<file path="src/sv/prefix_code_bit_packer_assert.svh">
// Assertion macros for the prefix code bit packer.
// Expects i_clk and i_rst_n in the scope where a macro is used.
`ifndef PREFIX_CODE_BIT_PACKER_ASSERT_SVH
`define PREFIX_CODE_BIT_PACKER_ASSERT_SVH

// Condition that must hold at every clock edge outside reset.
`define PCBP_ASSERT(lbl, cond, msg) \
    lbl: assert property (@(posedge i_clk) disable iff (!i_rst_n) (cond)) else $error(msg);

// Same-cycle implication.
`define PCBP_ASSERT_IMP(lbl, ante, cons, msg) \
    lbl: assert property (@(posedge i_clk) disable iff (!i_rst_n) (ante) |-> (cons)) \
        else $error(msg);

// Next-cycle implication.
`define PCBP_ASSERT_NXT(lbl, ante, cons, msg) \
    lbl: assert property (@(posedge i_clk) disable iff (!i_rst_n) (ante) |=> (cons)) \
        else $error(msg);

`endif

</file>
<file path="src/sv/pcbp_pkg.sv">
// Shared types and constants of the prefix code bit packer.
// No dependencies.
package pcbp_pkg;

    localparam int MAX_CODE_LEN     = 8;
    localparam int SYMBOL_COUNT_DEF = 4;
    localparam int SYMBOL_MAX       = 4;   // table size the symbol field can address
    localparam int QUEUE_DEPTH      = 4;

    localparam int BYTE_W  = 8;
    localparam int LEN_W   = 4;
    localparam int FILL_W  = 3;
    localparam int TOTAL_W = 24;
    localparam int SYM_W   = 2;
    localparam int CFG_IDX_W = 4;
    localparam int CFG_DATA_W = 8;

    localparam logic [TOTAL_W-1:0] TOTAL_MAX = {TOTAL_W{1'b1}};
    localparam logic [LEN_W-1:0]   LEN_CAP   =
        LEN_W'((MAX_CODE_LEN < BYTE_W) ? MAX_CODE_LEN : BYTE_W);

    // Reset code table: a = 100, b = 11, c = 101, d = 0
    localparam logic [BYTE_W-1:0] CODE_WORD_RST [SYMBOL_MAX] = '{8'd4, 8'd3, 8'd5, 8'd0};
    localparam logic [LEN_W-1:0]  CODE_LEN_RST  [SYMBOL_MAX] = '{4'd3, 4'd2, 4'd3, 4'd1};

    // Register index: word of symbol k at 2k, length at 2k+1
    localparam logic [CFG_IDX_W-1:0] CFG_WORD_BASE = 4'd0;
    localparam logic [CFG_IDX_W-1:0] CFG_LEN_BASE  = 4'd1;

    // One queued item: what the back end has to emit for it.
    typedef struct packed {
        logic                 full_v;     // a byte was completed
        logic [BYTE_W-1:0]    full_byte;
        logic                 fin;        // final item, flush
        logic                 rem_v;      // bits still pending after packing
        logic [BYTE_W-1:0]    rem_byte;
        logic [TOTAL_W-1:0]   total;
    } t_rec;

    typedef struct packed {
        logic full;
        logic empty;
    } t_q_status;

endpackage

</file>
<file path="src/sv/pcbp_front.sv">
// Front end: code table registers, bit packing state, per-item record build.
// Depends on pcbp_pkg.
module pcbp_front #(
    parameter int SYMBOL_COUNT = pcbp_pkg::SYMBOL_COUNT_DEF
) (
    input  logic                            i_clk,
    input  logic                            i_rst_n,
    input  logic                            i_cfg_we,
    input  logic [pcbp_pkg::CFG_IDX_W-1:0]  i_cfg_index,
    input  logic [pcbp_pkg::CFG_DATA_W-1:0] i_cfg_data,
    input  logic                            i_in_valid,
    output logic                            o_in_ready,
    input  logic [pcbp_pkg::SYM_W-1:0]      i_symbol,
    input  logic                            i_final_req,
    input  pcbp_pkg::t_q_status             i_q_status,
    output logic                            o_push,
    output pcbp_pkg::t_rec                  o_rec
);
    import pcbp_pkg::*;

    logic [BYTE_W-1:0]  r_code_word [SYMBOL_COUNT];
    logic [LEN_W-1:0]   r_code_len  [SYMBOL_COUNT];
    logic [BYTE_W-1:0]  r_partial;
    logic [FILL_W-1:0]  r_fill;
    logic [TOTAL_W-1:0] r_total;

    logic [BYTE_W-1:0]  n_partial;
    logic [FILL_W-1:0]  n_fill;
    logic [TOTAL_W-1:0] n_total;

    logic [BYTE_W-1:0]  raw_word;
    logic [LEN_W-1:0]   raw_len;
    logic [LEN_W-1:0]   len;
    logic [BYTE_W:0]    len_mask;
    logic [BYTE_W-1:0]  word_m;
    logic [LEN_W-1:0]   fill_sum;
    logic [2*BYTE_W-1:0] comb_bits;
    logic [TOTAL_W:0]   total_sum;
    logic               accept;

    // Code table
    for (genvar k = 0; k < SYMBOL_COUNT; k++) begin : g_tab
        always_ff @(posedge i_clk) begin
            if (!i_rst_n) begin
                r_code_word[k] <= CODE_WORD_RST[k];
                r_code_len[k]  <= CODE_LEN_RST[k];
            end else if (i_cfg_we) begin
                if (i_cfg_index == CFG_IDX_W'(2 * k) + CFG_WORD_BASE) begin
                    r_code_word[k] <= i_cfg_data;
                end
                if (i_cfg_index == CFG_IDX_W'(2 * k) + CFG_LEN_BASE) begin
                    r_code_len[k] <= i_cfg_data[LEN_W-1:0];
                end
            end
        end
    end

    // Symbols at or above SYMBOL_COUNT add no bits
    always_comb begin
        raw_word = '0;
        raw_len  = '0;
        for (int k = 0; k < SYMBOL_COUNT; k++) begin
            if (i_symbol == SYM_W'(k)) begin
                raw_word = r_code_word[k];
                raw_len  = r_code_len[k];
            end
        end
    end

    assign len       = (raw_len > LEN_CAP) ? LEN_CAP : raw_len;
    assign len_mask  = (BYTE_W+1)'((BYTE_W+1)'(1) << len) - (BYTE_W+1)'(1);
    assign word_m    = raw_word & len_mask[BYTE_W-1:0];
    assign fill_sum  = LEN_W'(r_fill) + len;
    // Pending bits sit at the top of a 16-bit window, new code goes right below them
    assign comb_bits = {r_partial, {BYTE_W{1'b0}}} |
                       ((2*BYTE_W)'(word_m) << (5'd16 - 5'(r_fill) - 5'(len)));
    assign total_sum = (TOTAL_W+1)'(r_total) + (TOTAL_W+1)'(len);

    always_comb begin
        o_rec.full_v    = fill_sum[FILL_W];
        o_rec.full_byte = comb_bits[2*BYTE_W-1:BYTE_W];
        o_rec.fin       = i_final_req;
        o_rec.rem_v     = (fill_sum[FILL_W-1:0] != '0);
        o_rec.rem_byte  = fill_sum[FILL_W] ? comb_bits[BYTE_W-1:0]
                                           : comb_bits[2*BYTE_W-1:BYTE_W];
        o_rec.total     = total_sum[TOTAL_W] ? TOTAL_MAX : total_sum[TOTAL_W-1:0];
    end

    assign o_in_ready = !i_q_status.full;
    assign accept     = i_in_valid && o_in_ready;
    assign o_push     = accept && (o_rec.full_v || o_rec.fin);

    always_comb begin
        n_partial = r_partial;
        n_fill    = r_fill;
        n_total   = r_total;
        if (accept) begin
            if (i_final_req) begin
                n_partial = '0;
                n_fill    = '0;
                n_total   = '0;
            end else begin
                n_partial = o_rec.rem_byte;
                n_fill    = fill_sum[FILL_W-1:0];
                n_total   = o_rec.total;
            end
        end
    end

    always_ff @(posedge i_clk) begin
        if (!i_rst_n) begin
            r_partial <= '0;
            r_fill    <= '0;
            r_total   <= '0;
        end else begin
            r_partial <= n_partial;
            r_fill    <= n_fill;
            r_total   <= n_total;
        end
    end

endmodule

</file>
<file path="src/sv/pcbp_fifo.sv">
// Short record queue between the front and back ends.
// Depends on pcbp_pkg and prefix_code_bit_packer_assert.svh.
module pcbp_fifo #(
    parameter int DEPTH = pcbp_pkg::QUEUE_DEPTH
) (
    input  logic                 i_clk,
    input  logic                 i_rst_n,
    input  logic                 i_push,
    input  pcbp_pkg::t_rec       i_rec,
    input  logic                 i_pop,
    output pcbp_pkg::t_rec       o_head,
    output pcbp_pkg::t_q_status  o_status
);
    import pcbp_pkg::*;
    `include "prefix_code_bit_packer_assert.svh"

    localparam int PTR_W = (DEPTH > 1) ? $clog2(DEPTH) : 1;
    localparam int CNT_W = $clog2(DEPTH + 1);

    t_rec              r_mem [DEPTH];
    logic [PTR_W-1:0]  r_wr_ptr;
    logic [PTR_W-1:0]  r_rd_ptr;
    logic [CNT_W-1:0]  r_count;

    function automatic logic [PTR_W-1:0] ptr_inc(input logic [PTR_W-1:0] p);
        return (p == PTR_W'(DEPTH - 1)) ? '0 : p + PTR_W'(1);
    endfunction

    always_ff @(posedge i_clk) begin
        if (i_push) begin
            r_mem[r_wr_ptr] <= i_rec;
        end
    end

    always_ff @(posedge i_clk) begin
        if (!i_rst_n) begin
            r_wr_ptr <= '0;
            r_rd_ptr <= '0;
            r_count  <= '0;
        end else begin
            if (i_push) begin
                r_wr_ptr <= ptr_inc(r_wr_ptr);
            end
            if (i_pop) begin
                r_rd_ptr <= ptr_inc(r_rd_ptr);
            end
            if (i_push && !i_pop) begin
                r_count <= r_count + CNT_W'(1);
            end else if (i_pop && !i_push) begin
                r_count <= r_count - CNT_W'(1);
            end
        end
    end

    assign o_head         = r_mem[r_rd_ptr];
    assign o_status.full  = (r_count == CNT_W'(DEPTH));
    assign o_status.empty = (r_count == '0);

    `PCBP_ASSERT(a_no_overflow, !(i_push && o_status.full), "push into full queue")
    `PCBP_ASSERT(a_no_underflow, !(i_pop && o_status.empty), "pop from empty queue")
    `PCBP_ASSERT_NXT(a_count_up, i_push && !i_pop, r_count == $past(r_count) + CNT_W'(1),
        "queue count did not follow push")

endmodule

</file>
<file path="src/sv/pcbp_back.sv">
// Back end: turns queued records into one or two results through an output register.
// Depends on pcbp_pkg and prefix_code_bit_packer_assert.svh.
module pcbp_back (
    input  logic                          i_clk,
    input  logic                          i_rst_n,
    input  pcbp_pkg::t_rec                i_head,
    input  pcbp_pkg::t_q_status           i_q_status,
    output logic                          o_pop,
    output logic                          o_out_valid,
    input  logic                          i_out_ready,
    output logic [pcbp_pkg::BYTE_W-1:0]   o_out_byte,
    output logic                          o_byte_valid,
    output logic [pcbp_pkg::TOTAL_W-1:0]  o_total_bits,
    output logic                          o_last
);
    import pcbp_pkg::*;
    `include "prefix_code_bit_packer_assert.svh"

    logic               r_out_valid;
    logic               r_second;     // flushed remainder of a two-result item is next
    logic [BYTE_W-1:0]  r_byte;
    logic               r_byte_valid;
    logic [TOTAL_W-1:0] r_total;
    logic               r_last;

    logic               load;
    logic               two;
    logic [BYTE_W-1:0]  sel_byte;
    logic               sel_bv;
    logic               sel_last;

    assign load = !i_q_status.empty && (!r_out_valid || i_out_ready);
    assign two  = i_head.full_v && i_head.fin && i_head.rem_v;

    always_comb begin
        if (r_second) begin
            sel_byte = i_head.rem_byte;
            sel_bv   = 1'b1;
            sel_last = 1'b1;
        end else if (i_head.full_v) begin
            sel_byte = i_head.full_byte;
            sel_bv   = 1'b1;
            sel_last = i_head.fin && !i_head.rem_v;
        end else if (i_head.rem_v) begin
            sel_byte = i_head.rem_byte;
            sel_bv   = 1'b1;
            sel_last = 1'b1;
        end else begin
            // final item with nothing pending
            sel_byte = '0;
            sel_bv   = 1'b0;
            sel_last = 1'b1;
        end
    end

    assign o_pop = load && (r_second || !two);

    always_ff @(posedge i_clk) begin
        if (!i_rst_n) begin
            r_out_valid <= 1'b0;
            r_second    <= 1'b0;
        end else begin
            if (load) begin
                r_out_valid <= 1'b1;
                r_second    <= !r_second && two;
            end else if (i_out_ready) begin
                r_out_valid <= 1'b0;
            end
        end
    end

    always_ff @(posedge i_clk) begin
        if (load) begin
            r_byte       <= sel_byte;
            r_byte_valid <= sel_bv;
            r_total      <= i_head.total;
            r_last       <= sel_last;
        end
    end

    assign o_out_valid  = r_out_valid;
    assign o_out_byte   = r_byte;
    assign o_byte_valid = r_byte_valid;
    assign o_total_bits = r_total;
    assign o_last       = r_last;

    `PCBP_ASSERT_IMP(a_second_has_out, r_second, r_out_valid,
        "remainder pending without a result in the output register")
    `PCBP_ASSERT_IMP(a_first_not_last, $rose(r_second), !r_last,
        "first of two results flagged last")
    `PCBP_ASSERT_NXT(a_second_is_last, r_second && load, r_last && r_byte_valid,
        "flushed remainder not flagged last")

endmodule

</file>
<file path="src/sv/prefix_code_bit_packer.sv">
// Top level of the prefix code bit packer.
// Depends on pcbp_pkg, pcbp_front, pcbp_fifo and pcbp_back.

// Encodes one symbol per item with a programmable prefix code (up to 8 bits per
// symbol) and packs the bits MSB-first into bytes. An item is taken every cycle
// while the four-entry record queue has room; the packing state updates in the
// same cycle. Results leave through a registered output, one per cycle while the
// output is taken: an item gives no result, one byte, or on a final item up to two
// results (full byte plus the zero-padded remainder, or a single byte_valid=0
// marker carrying the count). A final item that both completes a byte and leaves
// bits pending stays in the queue until its second result is loaded. Code table
// registers are written at index 2k (word) and 2k+1 (length) for symbol k; writes
// take effect on the next cycle and must happen while the block is idle.
module prefix_code_bit_packer #(
    parameter int SYMBOL_COUNT = pcbp_pkg::SYMBOL_COUNT_DEF,
    parameter int QUEUE_DEPTH  = pcbp_pkg::QUEUE_DEPTH
) (
    input  logic                            i_clk,
    input  logic                            i_rst_n,
    input  logic                            i_cfg_we,
    input  logic [pcbp_pkg::CFG_IDX_W-1:0]  i_cfg_index,
    input  logic [pcbp_pkg::CFG_DATA_W-1:0] i_cfg_data,
    input  logic                            i_in_valid,
    output logic                            o_in_ready,
    input  logic [pcbp_pkg::SYM_W-1:0]      i_symbol,
    input  logic                            i_final_req,
    output logic                            o_out_valid,
    input  logic                            i_out_ready,
    output logic [pcbp_pkg::BYTE_W-1:0]     o_out_byte,
    output logic                            o_byte_valid,
    output logic [pcbp_pkg::TOTAL_W-1:0]    o_total_bits,
    output logic                            o_last
);
    import pcbp_pkg::*;

    t_rec       push_rec;
    t_rec       head_rec;
    t_q_status  q_status;
    logic       push;
    logic       pop;

    pcbp_front #(
        .SYMBOL_COUNT (SYMBOL_COUNT)
    ) u_front (
        .i_clk       (i_clk),
        .i_rst_n     (i_rst_n),
        .i_cfg_we    (i_cfg_we),
        .i_cfg_index (i_cfg_index),
        .i_cfg_data  (i_cfg_data),
        .i_in_valid  (i_in_valid),
        .o_in_ready  (o_in_ready),
        .i_symbol    (i_symbol),
        .i_final_req (i_final_req),
        .i_q_status  (q_status),
        .o_push      (push),
        .o_rec       (push_rec)
    );

    pcbp_fifo #(
        .DEPTH (QUEUE_DEPTH)
    ) u_fifo (
        .i_clk    (i_clk),
        .i_rst_n  (i_rst_n),
        .i_push   (push),
        .i_rec    (push_rec),
        .i_pop    (pop),
        .o_head   (head_rec),
        .o_status (q_status)
    );

    pcbp_back u_back (
        .i_clk        (i_clk),
        .i_rst_n      (i_rst_n),
        .i_head       (head_rec),
        .i_q_status   (q_status),
        .o_pop        (pop),
        .o_out_valid  (o_out_valid),
        .i_out_ready  (i_out_ready),
        .o_out_byte   (o_out_byte),
        .o_byte_valid (o_byte_valid),
        .o_total_bits (o_total_bits),
        .o_last       (o_last)
    );

endmodule
</file>
<file path="config.mk">
export PLATFORM = sky130hd
export DESIGN_NAME = prefix_code_bit_packer
export DESIGN_NICKNAME = d
export VERILOG_FILES = /design/src/sv/pcbp_pkg.sv /design/src/sv/pcbp_front.sv /design/src/sv/pcbp_fifo.sv /design/src/sv/pcbp_back.sv /design/src/sv/prefix_code_bit_packer.sv
export VERILOG_INCLUDE_DIRS = /design/src /design/src/sv
export SDC_FILE = /design/constraint.sdc
export NUM_CORES = 1
export LEC_CHECK = 0
export ABC_AREA = 1
export BUFFER_PORTS_ARGS = -buffer_cell sky130_fd_sc_hd__buf_2
export CORE_ASPECT_RATIO = 0.5
export CORE_MARGIN = 2
export CORE_UTILIZATION = 61
export DETAILED_ROUTE_END_ITERATION = 16
export GPL_TIMING_DRIVEN = 0
export PLACE_DENSITY = 0.76
export SYNTH_ARGS = -nofsm -noshare
export SYNTH_HDL_FRONTEND = slang
export SYNTH_SLANG_ARGS = --single-unit
</file>
<file path="constraint.sdc">
create_clock -name i_clk -period 6.3 [get_ports i_clk]
set_input_delay 0.315 -clock i_clk [delete_from_list [all_inputs] [get_ports i_clk]]
set_output_delay 0.315 -clock i_clk [all_outputs]
set_load 0.05 [all_outputs]
</file>
==> results of run 1 <==
worst reg2reg max path: cells and delay by family, from the launching register on:
family / cells / cell delay, ns
simple gates: 7 / 1.35
fa+ha+maj: 3 / 0.90
buf+inv: 5 / 0.73
compound gates: 4 / 0.69
xor+xnor: 1 / 0.47
flops: 1 / 0.33
worst max path at each step:
stage	end	slack (ns)	from
floorplan	u_fifo.r_mem[0][0]	1.65	i_symbol[1]
global placement	u_fifo.r_mem[3][20]	-0.52	i_symbol[0]
detailed placement	u_fifo.r_count[1]	1.49	i_symbol[0]
CTS	u_fifo.r_count[1]	1.77	u_front.r_code_len[1][3]
global route	u_fifo.r_count[1]	1.28	u_front.r_code_len[0][1]
finish	u_fifo.r_count[1]	1.75	u_front.r_code_len[2][1]
synth_stat cells, types with 2 or more instances:
library cell	instances
nand3b_1	5
o21ai_1	6
nor4_1	2
clkbuf_1	40
clkinv_1	3
buf_2	3
or2_2	4
xor2_1	7
a21oi_1	57
nor2_1	189
o21ai_0	115
nand2_1	259
inv_2	4
buf_6	2
dfxtp_1	46
a211oi_1	2
ha_1	19
or2_1	2
nand4_1	13
nand2_2	2
fa_1	4
nor2_2	4
nor3_1	10
o22ai_1	42
edfxtp_1	254
xnor2_1	6
inv_1	98
nand3_1	58
final cells by class:
cell class	instances	area share
repair buffers	59	0.0282
well taps	273	0.0232
multi-input cells	822	0.273
inverters	105	0.0268
clock inverters	7	0.00510
clock buffers	41	0.0501
plain buffers	46	0.0133
flip-flops and latches	300	0.581
cell families after synthesis:
kind of cell / after synthesis / synth area share
adders and majority gates: 23 / 0.0243
buffers and inverters: 151 / 0.0450
AOI/OAI and AO/OA: 230 / 0.0941
and+or+nand+nor: 555 / 0.174
DFF: 300 / 0.652
xor gates and xnor gates: 14 / 0.00993
sequential cells by signal, indices dropped and copies added (netlist names), named ones only:
signal / cells
u_front.r_code_len: 16
u_fifo.r_count: 3
u_fifo.r_mem: 172
u_back.o_out_valid: 1
u_back.o_last: 1
u_back.r_second: 1
u_fifo.r_rd_ptr: 2
u_front.r_code_word: 32
u_front.r_partial: 8
u_fifo.r_wr_ptr: 2
u_back.o_total_bits: 24
u_back.o_byte_valid: 1
u_front.r_fill: 3
u_back.o_out_byte: 8
u_front.r_total: 24
layer usage:
layer	share of wire	GRT usage
met5	0	0
met4	0.025	0.0986
met3	0.075	0.0432
met2	0.49	0.488
met1	0.41	0.360
stage by stage:
step                      TNS [ns]  cell area [um^2]
after floorplan                  0             13100
after global placement      -72.26             13700
after detailed placement         0             13900
after CTS                        0             14700
after global routing             0             14700
final                            0             14700
power by group through the flow:
stage                     Clock [uW]  Combinational [uW]  Sequential (uW)
after CTS                       1560                1940             2650
after floorplan                    0                 907             3110
final                           1550                1960             2650
after global routing            1630                2110             2670
after detailed placement           0                1930             2690
after global placement             0                1820             2710
==> impl_metrics.env, run 1 <==
export IMPL_layout_commonest_cell="nand2_1"
export IMPL_core_um2=20800
export IMPL_reg2reg_depth=20
export IMPL_synth_ff_type="edfxtp_1"
export IMPL_cts_tree="built"
export IMPL_relSlewSlack=0.371
export IMPL_vias_per_cell=5.80
export IMPL_start_util=0.630
export IMPL_antenna_found_initial=0
export IMPL_slowest_stage="xor2_2"
export IMPL_synth_top_cell_by_area="edfxtp_1"
export IMPL_grtUsageTotal=0.279
export IMPL_cp_required_ns=6.74
export IMPL_worst_setup_path_type="reg2reg"
export IMPL_crit_family="simple AND/OR/NAND/NOR gates"
export IMPL_fill_cells=1534
export IMPL_min_from="i_final_req"
export IMPL_critical_path_buf_inv_count=5
export IMPL_drc=0
export IMPL_wl_um=30800
export IMPL_hold_violations=0
export IMPL_layout_area_seq_um2=8550
export IMPL_multi_input_area_um2=4010
export IMPL_antenna_cells=0
export IMPL_clockRootBuffer="clkbuf_16"
export IMPL_avgSynthCellArea_um2=10.3
export IMPL_cts_setup_buffers=0
export IMPL_chipHeight_um=108
export IMPL_synthArstFlopShare=0
export IMPL_hp_class="in2reg"
export IMPL_path_clk_slew_ns=0.07
export IMPL_final_cell_mix="nand2_1 (259), edfxtp_1 (254), nor2_1 (185)"
export IMPL_regToRegStartpoint="u_front.r_code_len[2][1]"
export IMPL_firstDrtPassIters=6
export IMPL_finalWorstSetupSlack_ns=1.75
export IMPL_dieArea_um2=22700
export IMPL_ant_nets=0
export IMPL_routedWlPerCell_um=18.6
export IMPL_gp_congestion=0.948
export IMPL_num_rows=37
export IMPL_fin_nets=1403
export IMPL_die_w_um=211
export IMPL_io_pins=56
export IMPL_yosysWarnings=0
export IMPL_htreeDepth=1
export IMPL_outcome="completed"
export IMPL_synth_fp_nets=1316
export IMPL_grt_pass1_vias=9491
export IMPL_finClkSkew_ns=0.0184
export IMPL_place_hpwl_um=20900
export IMPL_combPwrFrac=0.318
export IMPL_fin_cells=1653
export IMPL_grt_max_degree=27
export IMPL_fin_util=0.708
export IMPL_clockPowerShare=0.251
export IMPL_startpoint_type="flop"
export IMPL_slew_viol_final=0
export IMPL_cts_made_buffers=26
export IMPL_power_frac_seq=0.430
export IMPL_rsz0062_at_grt="false"
export IMPL_grt_overflow_total=0
export IMPL_hold_end="u_fifo.r_mem[2][33]"
export IMPL_synth_cells=1273
export IMPL_worst_path_max_fanout=10
export IMPL_timing_hold_ws_ns=0.0301
export IMPL_fmax_ghz=0.220
export IMPL_port_buffers=53
export IMPL_grt_pass1_wl_um=48600
export IMPL_crit_top_cell="inv_1"
export IMPL_syn_to_final_growth_pct=12.3
export IMPL_swShare=0.371
export IMPL_p_sw_uw=2280
export IMPL_slowest_delay_ns=0.47
export IMPL_worst_ep_arrival_time_ns=4.99
export IMPL_clock_sinks=300
export IMPL_yosys_area_top_type_share=0.582
export IMPL_synth_edf_count=254
export IMPL_post_cts_resized=0
export IMPL_p_int_uw=3870
export IMPL_crit_chain="inv_1 > nand3_1 > nand2_1 > o21bai_1 > nand2_1 > inv_1 > ha_1 > a21oi_1 > nor2_1 > nor2_1 > xor2_2 > inv_1 > or2_0 > nand2_1 > inv_1 > ha_1 > inv_1 > fa_1 > o21ai_0 > a21oi_1"
export IMPL_worstSkewPairLatency_ns=0.55
export IMPL_setup_violations=0
export IMPL_syn_area_um2=13100
export IMPL_synth_cell_types=45
export IMPL_synth_seq_cells=300
export IMPL_dp_cells=1605
export IMPL_reg2reg_setup_slack_ns=1.75
export IMPL_seq_area_frac_synth=0.652
export IMPL_period_share=0.722
export IMPL_p_total_uw=6160
export IMPL_route_vias_total=9594
export IMPL_yosys_top_cells_area="edfxtp_1 (58%), nand2_1 (7.4%), dfxtp_1 (7.0%)"
export IMPL_clockBufferDepth=3
export IMPL_vdd_drop_max_v=0.000246
export IMPL_cellLeakagePower_uw=0.00559
export IMPL_final_min_clock_period_ns=4.55
export IMPL_layout_drive_gt1_share=0.0891
export IMPL_drv_cap=0
export IMPL_crit_cells=20
export IMPL_worst_slew_pin_slew_ns=0.941
export IMPL_pwr_density_cell_nw_per_um2=418
export IMPL_crit_path_end_kind="flop"
export IMPL_drtIter0Drc=946
export IMPL_place_ws_ns=1.49
export IMPL_hold_depth=1
export IMPL_ctsHoldBuffers=0
export IMPL_reg2reg_to="u_fifo.r_count[1]"
No activity file was read; power rests on OpenSTA's default activity.
==> run 2: changes to the inputs <==
==> constraint.sdc (replaced) <==
create_clock -name i_clk -period 4.4 [get_ports i_clk]
set_input_delay 0.22 -clock i_clk [delete_from_list [all_inputs] [get_ports i_clk]]
set_output_delay 0.22 -clock i_clk [all_outputs]
set_load 0.05 [all_outputs]
==> run 2 against run 1 <==
Routed wire length is 0.69% higher. Utilization rose by 0.36 points. Fmax grew 13%. Largest power group unchanged.
==> impl_metrics.env, run 2 (synthesis gave the netlist of run 1 again) <==
export IMPL_port_buffers=53
export IMPL_power_frac_seq=0.429
export IMPL_crit_path_end_kind="flop"
export IMPL_worst_ep_arrival_time_ns=4.26
export IMPL_combPwrFrac=0.320
export IMPL_chipHeight_um=108
export IMPL_num_rows=37
export IMPL_wl_um=31000
export IMPL_firstDrtPassIters=5
export IMPL_vdd_drop_max_v=0.000353
export IMPL_swShare=0.371
export IMPL_route_vias_total=9631
export IMPL_p_int_uw=5560
export IMPL_grtUsageTotal=0.279
export IMPL_grt_overflow_total=0
export IMPL_grt_max_degree=27
export IMPL_vias_per_cell=5.81
export IMPL_place_hpwl_um=20900
export IMPL_clockPowerShare=0.251
export IMPL_grt_pass1_wl_um=48700
export IMPL_drc=0
export IMPL_cp_required_ns=4.63
export IMPL_drv_cap=0
export IMPL_syn_to_final_growth_pct=12.9
export IMPL_grt_pass1_vias=9500
export IMPL_setup_violations=0
export IMPL_clockBufferDepth=3
export IMPL_relSlewSlack=0.375
export IMPL_drtIter0Drc=969
export IMPL_reg_top3="u_fifo.r_mem x172, u_front.r_code_word x32"
export IMPL_dpl_cell_area_um2=13900
export IMPL_outcome="completed"
export IMPL_max_flop_register="u_fifo.r_mem"
export IMPL_slew_viol_final=0
export IMPL_hp_class="in2reg"
export IMPL_cellLeakagePower_uw=0.00562
export IMPL_rsz0062_at_grt="false"
export IMPL_htreeDepth=1
export IMPL_timing_hold_ws_ns=0.0333
export IMPL_slowest_stage="o41ai_1"
export IMPL_start_util=0.630
export IMPL_clock_sinks=300
export IMPL_io_pins=56
export IMPL_fin_nets=1408
export IMPL_routedWlPerCell_um=18.7
export IMPL_worst_path_max_fanout=7
export IMPL_core_um2=20800
export IMPL_clockRootBuffer="clkbuf_16"
export IMPL_p_sw_uw=3280
export IMPL_ant_nets=0
export IMPL_layout_commonest_cell="nand2_1"
export IMPL_worst_slew_pin_slew_ns=0.936
export IMPL_layout_drive_gt1_share=0.0953
export IMPL_antenna_found_initial=0
export IMPL_crit_chain="nor2_1 > nand3b_1 > nand2_4 > inv_2 > nand2_1 > inv_1 > ha_1 > nand3_1 > and2_1 > nor2_1 > o21ai_0 > nor2_1 > nand2_1 > nor3_1 > nand2_1 > o41ai_1"
export IMPL_slowest_delay_ns=0.71
export IMPL_cts_tree="built"
export IMPL_fmax_ghz=0.248
export IMPL_hold_violations=0
export IMPL_path_clk_slew_ns=0.07
export IMPL_worstSkewPairLatency_ns=0.55
export IMPL_largest_reg_flops=172
export IMPL_dieArea_um2=22700
export IMPL_worst_setup_path_type="reg2reg"
export IMPL_finClkSkew_ns=0.0132
export IMPL_final_min_clock_period_ns=4.03
export IMPL_final_cell_mix="nand2_1 (258), edfxtp_1 (254), nor2_1 (182)"
export IMPL_pwr_density_cell_nw_per_um2=598
export IMPL_antenna_cells=0
export IMPL_startpoint_type="flop"
export IMPL_die_w_um=211
export IMPL_cts_made_buffers=26
export IMPL_period_share=0.916
export IMPL_design_area_um2=14800
export IMPL_gp_congestion=0.948
run 2: cell count changes in the layout (fill, tap and decap cells not counted):
cell,previous run,this run
xor2_4,0,1
nor2_1,185,182
nor2_4,5,6
nand2_1,259,258
dlygate4sd3_1,0,1
nand2_4,1,2
o21bai_1,1,0
nor2_2,4,6
xor2_2,1,0
buf_4,1,5
o21bai_2,0,1
run 2: layout make-up:
class | count | area [um^2]
Sequential cell | 300 | 8550
Fill cell | 1530 | 5990
Tap cell | 273 | 342
Inverter | 105 | 394
Timing Repair Buffer | 64 | 455
Buffer | 46 | 195
Multi-Input combinational cell | 822 | 4050
Clock buffer | 41 | 737
Clock inverter | 7 | 75.1
run 2: timing repair:
action	CTS	global route
gates resized for setup	1	7
endpoints found under the hold margin	4	0
setup buffers	0	4
setup endpoints to repair	2	118
pin swaps	0	2
hold buffers	1	0
run 2: final timing paths:
path	start	endpoint	slack [ns]	depth (start not counted)
setup / recovery	u_front.r_code_len[2][3]	u_fifo.r_mem[2][23]	0.37	16
hold / removal	i_cfg_data[4]	u_front.r_code_word[0][4]	0.03	3
setup reg to reg	u_front.r_code_len[2][3]	u_fifo.r_mem[2][23]	0.37	16
hold reg to reg	u_front.r_partial[5]	u_front.r_partial[5]	0.46	2
run 2: layer usage:
metal  vias to the layer above  wire length, um  GRT usage
met5                         -                0          0
met4                         0              831     0.0986
met3                        72             2330     0.0432
met2                       426            15200      0.488
met1                      4571            12600      0.361
li1                       4562                -          -
run 2: power groups by stage:
stage / clock network (uW) / logic, uW / registers (uW)
CTS: 2230 / 2780 / 3800
detailed placement: 0 / 2760 / 3850
global placement: 0 / 2600 / 3880
floorplan: 0 / 1300 / 4450
global route: 2330 / 3040 / 3830
finish: 2220 / 2830 / 3790
run 2: worst max-delay path, delay by kind of cell (launching register included):
family                   cells  cell delay, ns
flip-flops                   1            0.32
buffers and inverters        2            0.27
AO/OA/AOI/OAI                2            0.89
adder cells (fa/ha/maj)      1            0.32
AND/OR/NAND/NOR             11            1.91
run 2: stage by stage:
| stage | setup WS (ns) | cells | total power (uW) | utilization | TNS, ns |
|---|---|---|---|---|---|
| after floorplan | -0.157 | 1273 | 5750 | - | -26.99 |
| after global placement | -2.32 | 1599 | 6480 | 0.660 | -386.24 |
| after detailed placement | -0.318 | 1605 | 6610 | 0.669 | -8.37 |
| after CTS | 0.0545 | 1654 | 8810 | 0.709 | 0 |
| after global routing | 0.0220 | 1658 | 9200 | 0.712 | 0 |
| final | 0.369 | 1658 | 8840 | 0.712 | 0 |
